## src/rtl/vector4_normalize_defines.svh

```systemverilog
// Assertion macros used by the top level of the vector normaliser RTL.
`ifndef VECTOR4_NORMALIZE_DEFINES_SVH
`define VECTOR4_NORMALIZE_DEFINES_SVH

// Condition a must be followed by condition b in the same cycle.
`define V4N_ASSERT_SAME(label, clk, rst_n, a, b) \
  label: assert property (@(posedge clk) disable iff (!rst_n) (a) |-> (b)) \
    else $error("vector4_normalize: same-cycle check failed");

// Condition a must be followed by condition b in the next cycle.
`define V4N_ASSERT_NEXT(label, clk, rst_n, a, b) \
  label: assert property (@(posedge clk) disable iff (!rst_n) (a) |=> (b)) \
    else $error("vector4_normalize: next-cycle check failed");

`endif

```

## src/rtl/v4n_pkg.sv

```systemverilog
// Types and constants of the vector normaliser.
`default_nettype none
package v4n_pkg;
  localparam int Lanes     = 4;
  localparam int CompW     = 32;
  localparam int SqW       = 64;
  localparam int SumW      = 65;
  localparam int RadW      = 66;
  localparam int RootW     = 33;
  localparam int RemW      = 36;
  localparam int SqrtSteps = 33;
  localparam int QuoW      = 31;
  localparam int DremW     = 34;
  localparam int DivSteps  = 31;
  localparam int Latency   = 3 + SqrtSteps + DivSteps + 1;

  typedef struct packed {
    logic [Lanes-1:0][CompW-1:0] mag;
    logic [Lanes-1:0]            neg;
  } side_t;
endpackage
`default_nettype wire

```

## src/rtl/v4n_square.sv

```systemverilog
// One lane squarer: registered 32 by 32 bit product.
`default_nettype none
module v4n_square (
  input  wire logic                       clk,
  input  wire logic                       adv,
  input  wire logic [v4n_pkg::CompW-1:0]  a,
  output logic      [v4n_pkg::SqW-1:0]    sq
);
  logic [v4n_pkg::SqW-1:0] sq_r;

  always_ff @(posedge clk) begin
    if (adv) begin
      sq_r <= {{(v4n_pkg::SqW-v4n_pkg::CompW){1'b0}}, a} *
              {{(v4n_pkg::SqW-v4n_pkg::CompW){1'b0}}, a};
    end
  end

  assign sq = sq_r;
endmodule
`default_nettype wire

```

## config.mk

```make
export PLATFORM = sky130hd
export DESIGN_NAME = v4n_square
export DESIGN_NICKNAME = d
export VERILOG_FILES = /design/src/rtl/vector4_normalize_defines.svh /design/src/rtl/v4n_pkg.sv /design/src/rtl/v4n_square.sv
export SDC_FILE = /design/constraint.sdc
export NUM_CORES = 2
export LEC_CHECK = 0
export ABC_AREA = 1
export BUFFER_PORTS_ARGS = -buffer_cell sky130_fd_sc_hd__buf_2
export CAP_MARGIN = 20
export CORE_MARGIN = 10
export CORE_UTILIZATION = 50
export CTS_CLUSTER_DIAMETER = 150
export DETAILED_ROUTE_END_ITERATION = 16
export GPL_ROUTABILITY_DRIVEN = 0
export PLACE_DENSITY = 0.73
export SLEW_MARGIN = 10
export SYNTH_ARGS = -nofsm -noshare
export SYNTH_HDL_FRONTEND = slang
export SYNTH_SLANG_ARGS = --single-unit
export TNS_END_PERCENT = 5
```

## constraint.sdc

```tcl
create_clock -name clk -period 9.55 [get_ports clk]
set_input_delay 0.4775 -clock clk [delete_from_list [all_inputs] [get_ports clk]]
set_output_delay 0.4775 -clock clk [all_outputs]
set_load 0.02 [all_outputs]
```

==> results.cfg <==
[worst_setup_path]
crit_end = sq[34]$_DFFE_PP_
cp.required_ns = 9.68
crit_slowest_cell = buf_2
crit_top_cell = fa_1
crit_chain = buf_2, nand2_1, xor2_1, ha_1, o21bai_1, fa_1, fa_1, inv_1, fa_1, inv_1, fa_1, fa_1, fa_1, fa_1, ha_1, nand2_1, nor2_1, inv_2, nor2_4, inv_1, nor2_1, nor2_1, nand2_1, xor2_1
cp.arrival_ns = 7.53
cpPeakStageDelay_ns = 0.73
cp.depth = 24
path_max_fanout = 33
critPathCaptureType = flop
path_class = input pin to flop
crit_path_start = a[22]
cpLargestDelayFamily = adder cells
cp-start-kind = input pin
path_buf_inv = 5

[cts]
cts.sinks = 63
cts.path.max_buffers = 2
cts_buffers = 9
htreeDepth = 3
cts_resized = 0
root_buffer = clkbuf_16
holdBufCountCts = 0
post-cts-setup-buffers = 0
cts_tree = built
clk_pin_slew_ns = 0.06

[synth]
synth_warnings = 0
seq_area_frac_synth_pct = 5.62
synth-seq-cells = 63
avgSynthCellArea_um2 = 8.13
synth.distinct_cells = 32
synth_nets = 5266
synthesis.area_um2 = 33600
syn_inst = 4141

[sta]
drv_slew = 0
max_freq_ghz = 0.135
finalCritPeriodShare_pct = 77.4
hold_slack_ns = 0.833
tightest_slew_ns = 1.03
hold_violations = 0
rsz0062_at_grt = no
max_slew_margin_pct = 31.1
setup_viol = 0
tns_ns = 0
fin_crit_ns = 7.39

[global_route]
grt_pass1_vias = 26700
overflow = 0
grt_max_degree = 64
globalRouteTotalUtil_pct = 22.6
antenna_found_initial = 1
grt_pass1_wl_um = 139000

[finish]
final_cells = 5030
drive_above_1_share_pct = 4.43
mostFrequentLayoutCells = inv_1, nand2_1, fa_1
final_common_cell = inv_1
largest_reg_flops = 63
area_growth_pct = 4.53
diodes = 0
filler_cell_count = 6203
nets = 5277

[die]
die_w_um = 279
dieArea_um2 = 78100
num_rows = 95
die_h_um = 279
initial_core_util_pct = 50.3
ioPinCount = 98
core_area_um2 = 66900

[drt]
routed_wl_um = 84400
drtIter0Drc = 1661
via_count = 24800
antenna_left = 0
drc_errors = 0
drt-wirelength-per-cell_um = 16.8
drtPass1Iterations = 6
routed_via_density = 4.92

[place]
io_buffers = 96
dp_hpwl_um = 70700
dp.cells = 5014

[run_status]
status = finished, final reports clean

[hold_path]
min_path_type = input pin to flop

[run]
drv_cap = 0
## kinds of logic after synthesis
family / count (synthesis) / share of synthesized area [%]
XOR/XNOR: 77 / 2.00
flip-flops: 63 / 5.62
AND/OR/NAND/NOR: 1263 / 15.1
AO/OA/AOI/OAI: 92 / 1.65
adder cells (fa/ha/maj): 1091 / 58.2
buffers and inverters: 1554 / 17.3
other: 1 / 0.0111
## cells in the mapped netlist, drive strengths merged
library cell | n | area, µm²
and3b | 1 | 8.76
buf | 14 | 56.3
nand4 | 17 | 106
or2 | 5 | 31.3
a21o | 3 | 22.5
inv | 1451 | 5450
xnor2 | 15 | 131
clkbuf | 89 | 334
a31o | 6 | 52.6
and3 | 1 | 6.26
a21oi | 52 | 260
conb | 1 | 3.75
a31oi | 2 | 12.5
nor4 | 3 | 25.0
fa | 792 | 15900
o21bai | 25 | 188
xor2 | 62 | 543
ha | 299 | 3740
nor2 | 109 | 474
o21ai | 4 | 20.0
edfxtp | 63 | 1890
nand2 | 1051 | 3990
nand3 | 57 | 325
nor3 | 19 | 120
## worst min path at each step
| stage | start | to | slack [ns] | cells after the start |
|---|---|---|---|---|
| floorplan | a[0] | sq[0]$_DFFE_PP_ | 0.58 | 0 |
| global placement | sq[13]$_DFFE_PP_ | sq[13] | 0.92 | 1 |
| detailed placement | sq[13]$_DFFE_PP_ | sq[13] | 0.92 | 1 |
| CTS | a[0] | sq[0]$_DFFE_PP_ | 0.82 | 2 |
| global route | a[0] | sq[0]$_DFFE_PP_ | 0.85 | 2 |
| finish | a[0] | sq[0]$_DFFE_PP_ | 0.83 | 2 |
## per-stage QoR
stage	util, %	cell area [µm²]	setup WS (ns)
after global routing	52.6	35200	1.88
final	52.6	35200	2.16
after global placement	52.1	34900	1.92
after detailed placement	52.1	34900	1.83
after CTS	52.6	35200	2.13
after floorplan	-	33600	2.86
## routing by layer
layer  wire length (µm)  global-route usage, %  vias to the layer above
met1              33900                   29.0                    12200
met5                 13                      0                        -
met3               6200                   3.72                      194
met2              41200                   38.4                      890
li1                   -                      -                    11500
met4               3100                   7.62                        2
## final cells by class
cell class              instances  area, µm²  area share [%]
clock buffers                   9        225           0.640
multi-input cells            2524      25900            73.7
inverters                    1451       5450            15.5
clock inverters                 7       63.8           0.181
repair buffers                103        533            1.52
flip-flops and latches         63       1890            5.38
well taps                     873       1090            3.11
Power is not shown: default switching activity piles up to over one toggle a cycle in this logic, so the estimate is an artifact.
