`config.mk`:
```
export PLATFORM = sky130hd
export DESIGN_NAME = v4n_div
export DESIGN_NICKNAME = d
export VERILOG_FILES = /design/src/rtl/vector4_normalize_defines.svh /design/src/rtl/v4n_pkg.sv /design/src/rtl/v4n_div.sv
export SDC_FILE = /design/constraint.sdc
export NUM_CORES = 2
export LEC_CHECK = 0
export BUFFER_PORTS_ARGS = -buffer_cell sky130_fd_sc_hd__buf_4
export CAP_MARGIN = 20
export CORE_MARGIN = 1
export CORE_UTILIZATION = 50
export CTS_BUF_LIST = sky130_fd_sc_hd__clkbuf_4 sky130_fd_sc_hd__clkbuf_8
export DETAILED_ROUTE_END_ITERATION = 16
export PLACE_DENSITY = 0.65
export SETUP_SLACK_MARGIN = 0.1
export SLEW_MARGIN = 40
export SYNTH_ARGS = -nofsm -noshare
export SYNTH_HDL_FRONTEND = slang
export SYNTH_SLANG_ARGS = --single-unit
```
`constraint.sdc`:
```
create_clock -name clk -period 4.4 [get_ports clk]
set_clock_uncertainty 0.2 [all_clocks]
set_input_delay 0.88 -clock clk [delete_from_list [all_inputs] [get_ports clk]]
set_output_delay 0.88 -clock clk [all_outputs]
set_load 0.02 [all_outputs]
```
`src/rtl/vector4_normalize_defines.svh`:
```
// Assertion macros used by the top level of the vector normaliser RTL.
`ifndef VECTOR4_NORMALIZE_DEFINES_SVH
`define VECTOR4_NORMALIZE_DEFINES_SVH

// Condition a must be followed by condition b in the same cycle.
`define V4N_ASSERT_SAME(label, clk, rst_n, a, b) \
  label: assert property (@(posedge clk) disable iff (!rst_n) (a) |-> (b)) \
    else $error("vector4_normalize: same-cycle check failed");

// Condition a must be followed by condition b in the next cycle.
`define V4N_ASSERT_NEXT(label, clk, rst_n, a, b) \
  label: assert property (@(posedge clk) disable iff (!rst_n) (a) |=> (b)) \
    else $error("vector4_normalize: next-cycle check failed");

`endif

```
`src/rtl/v4n_pkg.sv`:
```
// Types and constants of the vector normaliser.
`default_nettype none
package v4n_pkg;
  localparam int Lanes     = 4;
  localparam int CompW     = 32;
  localparam int SqW       = 64;
  localparam int SumW      = 65;
  localparam int RadW      = 66;
  localparam int RootW     = 33;
  localparam int RemW      = 36;
  localparam int SqrtSteps = 33;
  localparam int QuoW      = 31;
  localparam int DremW     = 34;
  localparam int DivSteps  = 31;
  localparam int Latency   = 3 + SqrtSteps + DivSteps + 1;

  typedef struct packed {
    logic [Lanes-1:0][CompW-1:0] mag;
    logic [Lanes-1:0]            neg;
  } side_t;
endpackage
`default_nettype wire

```
`src/rtl/v4n_div.sv`:
```
// One lane restoring divider, one quotient bit per stage: floor(num * 2^30 / den).
`default_nettype none
module v4n_div (
  input  wire logic                      clk,
  input  wire logic                      adv,
  input  wire logic [v4n_pkg::CompW-1:0] num,
  input  wire logic                      neg_in,
  input  wire logic [v4n_pkg::RootW-1:0] den,
  output logic      [v4n_pkg::QuoW-1:0]  quo,
  output logic                           neg_out
);
  logic [v4n_pkg::DremW-1:0] rem_r [v4n_pkg::DivSteps];
  logic [v4n_pkg::QuoW-1:0]  quo_r [v4n_pkg::DivSteps];
  logic [v4n_pkg::RootW-1:0] den_r [v4n_pkg::DivSteps];
  logic                      neg_r [v4n_pkg::DivSteps];

  for (genvar k = 0; k < v4n_pkg::DivSteps; k++) begin : g_stage
    logic [v4n_pkg::DremW-1:0] rem_sh;
    logic [v4n_pkg::DremW-1:0] den_x;
    logic [v4n_pkg::QuoW-1:0]  quo_i;
    logic [v4n_pkg::RootW-1:0] den_i;
    logic                      neg_i;
    logic                      take;

    // The numerator never exceeds the length, so the first step starts unshifted.
    if (k == 0) begin : g_first
      assign rem_sh = {{(v4n_pkg::DremW-v4n_pkg::CompW){1'b0}}, num};
      assign quo_i  = '0;
      assign den_i  = den;
      assign neg_i  = neg_in;
    end else begin : g_next
      assign rem_sh = {rem_r[k-1][v4n_pkg::DremW-2:0], 1'b0};
      assign quo_i  = quo_r[k-1];
      assign den_i  = den_r[k-1];
      assign neg_i  = neg_r[k-1];
    end

    assign den_x = {{(v4n_pkg::DremW-v4n_pkg::RootW){1'b0}}, den_i};
    assign take  = (rem_sh >= den_x);

    always_ff @(posedge clk) begin
      if (adv) begin
        rem_r[k] <= take ? (rem_sh - den_x) : rem_sh;
        quo_r[k] <= {quo_i[v4n_pkg::QuoW-2:0], take};
        den_r[k] <= den_i;
        neg_r[k] <= neg_i;
      end
    end
  end

  assign quo     = quo_r[v4n_pkg::DivSteps-1];
  assign neg_out = neg_r[v4n_pkg::DivSteps-1];
endmodule
`default_nettype wire

```
==> metrics <==
status complete, no violations; async set-reset flop share out of synthesis 0; count of different cell masters after synthesis 85; die height 531 um; Critical Path Source den_r[0][380]$_DFFE_PP_; overall routed net length 339,000 um; crit share post-route 0.951; R2R Path Start den_r[0][380]$_DFFE_PP_; final hold vios 0; Die ar. 282,000 sq um; Starting Density 0.505; Worst-Margin Slew 0.840 ns; Fmax achieved 0.239 GHz; Critical Path Sink Type flip-flop; PortBufs 99; Setup Fix Bufs, Post-CTS 0; CP top delay family compound AO/OA/AOI/OAI gates; FP Rows 193; RSZ-0062 raised after global routing no; Synth-to-Final Area Change 11.6%; nets 14,100; fin crit period 4.18 ns; worst reg2reg path endpoint rem_r[6][10]$_DFFE_PP_; Leak Pwr 64.2 nW; Tot GR Track Use 0.237; largest net degree at the start of global routing 149; post-DP HPWL between 200,000 and 300,000 um; Hold Path Class primary input to flip-flop; number of synthesized flops with an enable pin 2,507; Clock Tree Buf Depth 4; Synth area leader edfxtp_1; ANT nets after route 0; Setup violations, final 0; clock sinks 2,507; relative slew slack 0.440; Worst Path Arrival 4.91 ns; Largest stage delay, worst path 0.55 ns; cts bufs inserted roughly 420; Non-Filler Instances 17,000; first-pass GRT wire length 527,000 um; detailed router's first-iteration violation count between 6,000 and 7,000; routability cong. 0.939; Slew Viols, Final 0; I/O Pins 100; DR WL/cell about 20 um; Max Cap Violations 0; Synth top cells by count 2,507 x edfxtp_1, 1,287 x inv_1, 1,021 x ha_1; synthesized instance count 12,400; R2R Setup Slk about 0.22 ns; Worst path depth 15; worst endpoint required time 5.13 ns; Synthesized Nets 13,500; crit-path most repeated cell buf_4; Cell Chain, Critical Path inv_1 > ha_1 > nand2_1 > nor4_1 > buf_4 > nand3_1 > o21ai_0 > buf_4 > o21ai_0 > a211oi_1 > buf_4 > o31ai_4 > buf_12 > o31ai_1 > buf_4; DRC 0; sequential fraction of the synthesis area 0.538; Synth Warn # 0; Critical Path Slowest Stage Cell nor4_1; # placed instances 16,200; Filler cells 23,400; Root Driver clkbuf_8; vias in the first global route 94,300; top post-synthesis cells by area edfxtp_1 54%, ha_1 9.1%, inv_1 3.4%; share of layout cells above drive strength 1 0.108; Via density ~5.7; crit path kind flip-flop to flip-flop; Clock transition at path regs 0.06 ns; TNS Setup 0 ns; DRT Pass-1 Iters 6; Setup crit end rem_r[6][10]$_DFFE_PP_; grt ovf 0; Clock Latency Late Sink 1.09 ns; worst path buffer plus inverter count 6; CTS tree built; CP startpoint kind flip-flop; initial antenna violation count 6; Primary FF master, synth edfxtp_1; crit path max fanout 34; Placeable Area 277,000 sq um; Mapped Area ~140,000 sq um; via count 96,000; top-count cell post-synth edfxtp_1; Worst R2R Path Depth 15; worst vdd ir 0.423 mV; Synth top area share 0.538; die width 531 um; PwrDens roughly 750 nW/um^2; Seq cells post-synth 2,507; syn avg cell area around 11 sq um; H-tree lvl count 5
==> registers in the layout (all words and copies together), names as in the netlist <==
name   flops
den_r    990
rem_r    990
quo_r    496
neg_r     31
==> metrics by stage <==
stage / worst slack (ns) / cell area, sq um / utilization / hold slack [ns] / total power [W]
6_report: 0.217 / 156000 / 0.563 / 0.126 / 0.117
5_1_grt: 0.105 / 156000 / 0.563 / 0.0446 / 0.125
2_1_floorplan: 0.144 / 140000 / - / 0.200 / 0.0789
4_1_cts: 0.130 / 156000 / 0.563 / 0.0125 / 0.118
3_3_place_gp: -0.0346 / 147000 / 0.529 / 0.200 / 0.0946
3_5_place_dp: -0.0276 / 147000 / 0.529 / 0.205 / 0.0954
==> worst min path at each step <==
stage                                        from                       to  slack [ns]  cells past startpoint
after floorplan             neg_r[0][9]$_DFFE_PP_   neg_r[0][10]$_DFFE_PP_        0.20                      0
after global placement    quo_r[14][60]$_DFFE_PP_  quo_r[15][30]$_DFFE_PP_        0.20                      0
after detailed placement   quo_r[9][41]$_DFFE_PP_  quo_r[10][11]$_DFFE_PP_        0.20                      0
after CTS                                     adv    quo_r[6][6]$_DFFE_PP_        0.01                      1
after global routing                          adv    quo_r[6][6]$_DFFE_PP_        0.04                      1
final                                         adv    quo_r[6][6]$_DFFE_PP_        0.13                      1
==> per-layer routing <==
metal | routed length [um] | up-vias | track usage
met3 | 14400 | 654 | 0.0277
li1 | - | 46700 | -
met5 | 16 | - | 0
met2 | 170000 | 2398 | 0.421
met1 | 142000 | 46200 | 0.294
met4 | 13000 | 2 | 0.0915
==> logic make-up (layout without fill, tap and decap cells) <==
logic type,after synthesis,count (layout),share of synthesized area
and+or+nand+nor,2729,2729,0.0930
other,0,2,0
adders and majority gates,1051,1051,0.0955
xor gates and xnor gates,804,804,0.0503
muxes,392,392,0.0312
AOI/OAI and AO/OA,3371,3371,0.151
buffers and inverters,1549,2417,0.0417
DFF,2507,2507,0.538
==> area by class of cell <==
| class | instances | area [sq um] | share of cell area |
|---|---|---|---|
| clock buffer | 526 | 6600 | 0.0422 |
| clock inverter | 233 | 2070 | 0.0132 |
| timing repair buffer | 371 | 3640 | 0.0233 |
| multi-input combinational | 8347 | 59300 | 0.379 |
| sequential | 2507 | 75300 | 0.482 |
| tap | 3705 | 4640 | 0.0297 |
| antenna | 2 | 5.00 | 0.0000320 |
| inverter | 1287 | 4830 | 0.0309 |
==> power by group <==
| part | switching (W) | internal (W) | total, W | leakage, nW |
|---|---|---|---|---|
| Sequential | 0.00438 | 0.0357 | 0.0401 | 24.6 |
| Combinational | 0.0313 | 0.0243 | 0.0556 | 35.1 |
| Clock | 0.00973 | 0.0118 | 0.0215 | 4.53 |
| Total | 0.0454 | 0.0718 | 0.117 | 64.2 |
==> placed cells by master (no fill, tap or decap), types with 159 or more instances in the layout <==
cell | Yosys | final
buf_4 | 0 | 250
mux2_2 | 359 | 359
xnor2_1 | 475 | 475
o21ai_0 | 928 | 922
a21oi_1 | 915 | 912
a21o_1 | 509 | 508
edfxtp_1 | 2507 | 2507
nor2_1 | 637 | 637
ha_1 | 1021 | 1021
nand2_1 | 876 | 876
nand3_1 | 215 | 215
o21a_1 | 176 | 175
clkbuf_8 | 0 | 424
inv_1 | 1287 | 1287
nor2b_1 | 175 | 175
nand2b_1 | 159 | 159
xor2_1 | 329 | 329
==> repair_timing <==
| item | in CTS | in global routing |
|---|---|---|
| resized for setup | 0 | 13 |
| hold buffers | 66 | 0 |
| endpoints found under the setup margin | 0 | 144 |
| endpoints found under the hold margin | 67 | 0 |
==> worst register-to-register path, stage by stage, from the launching register on <==
cell      delay, ns
edfxtp_1       0.54
inv_1          0.11
ha_1           0.41
nand2_1        0.08
nor4_1         0.55
buf_4          0.24
nand3_1        0.07
o21ai_0        0.25
buf_4          0.19
o21ai_0        0.14
a211oi_1       0.25
buf_4          0.17
o31ai_4        0.09
buf_12         0.18
o31ai_1        0.39
buf_4          0.17
No activity file was read; power rests on OpenSTA's default activity.
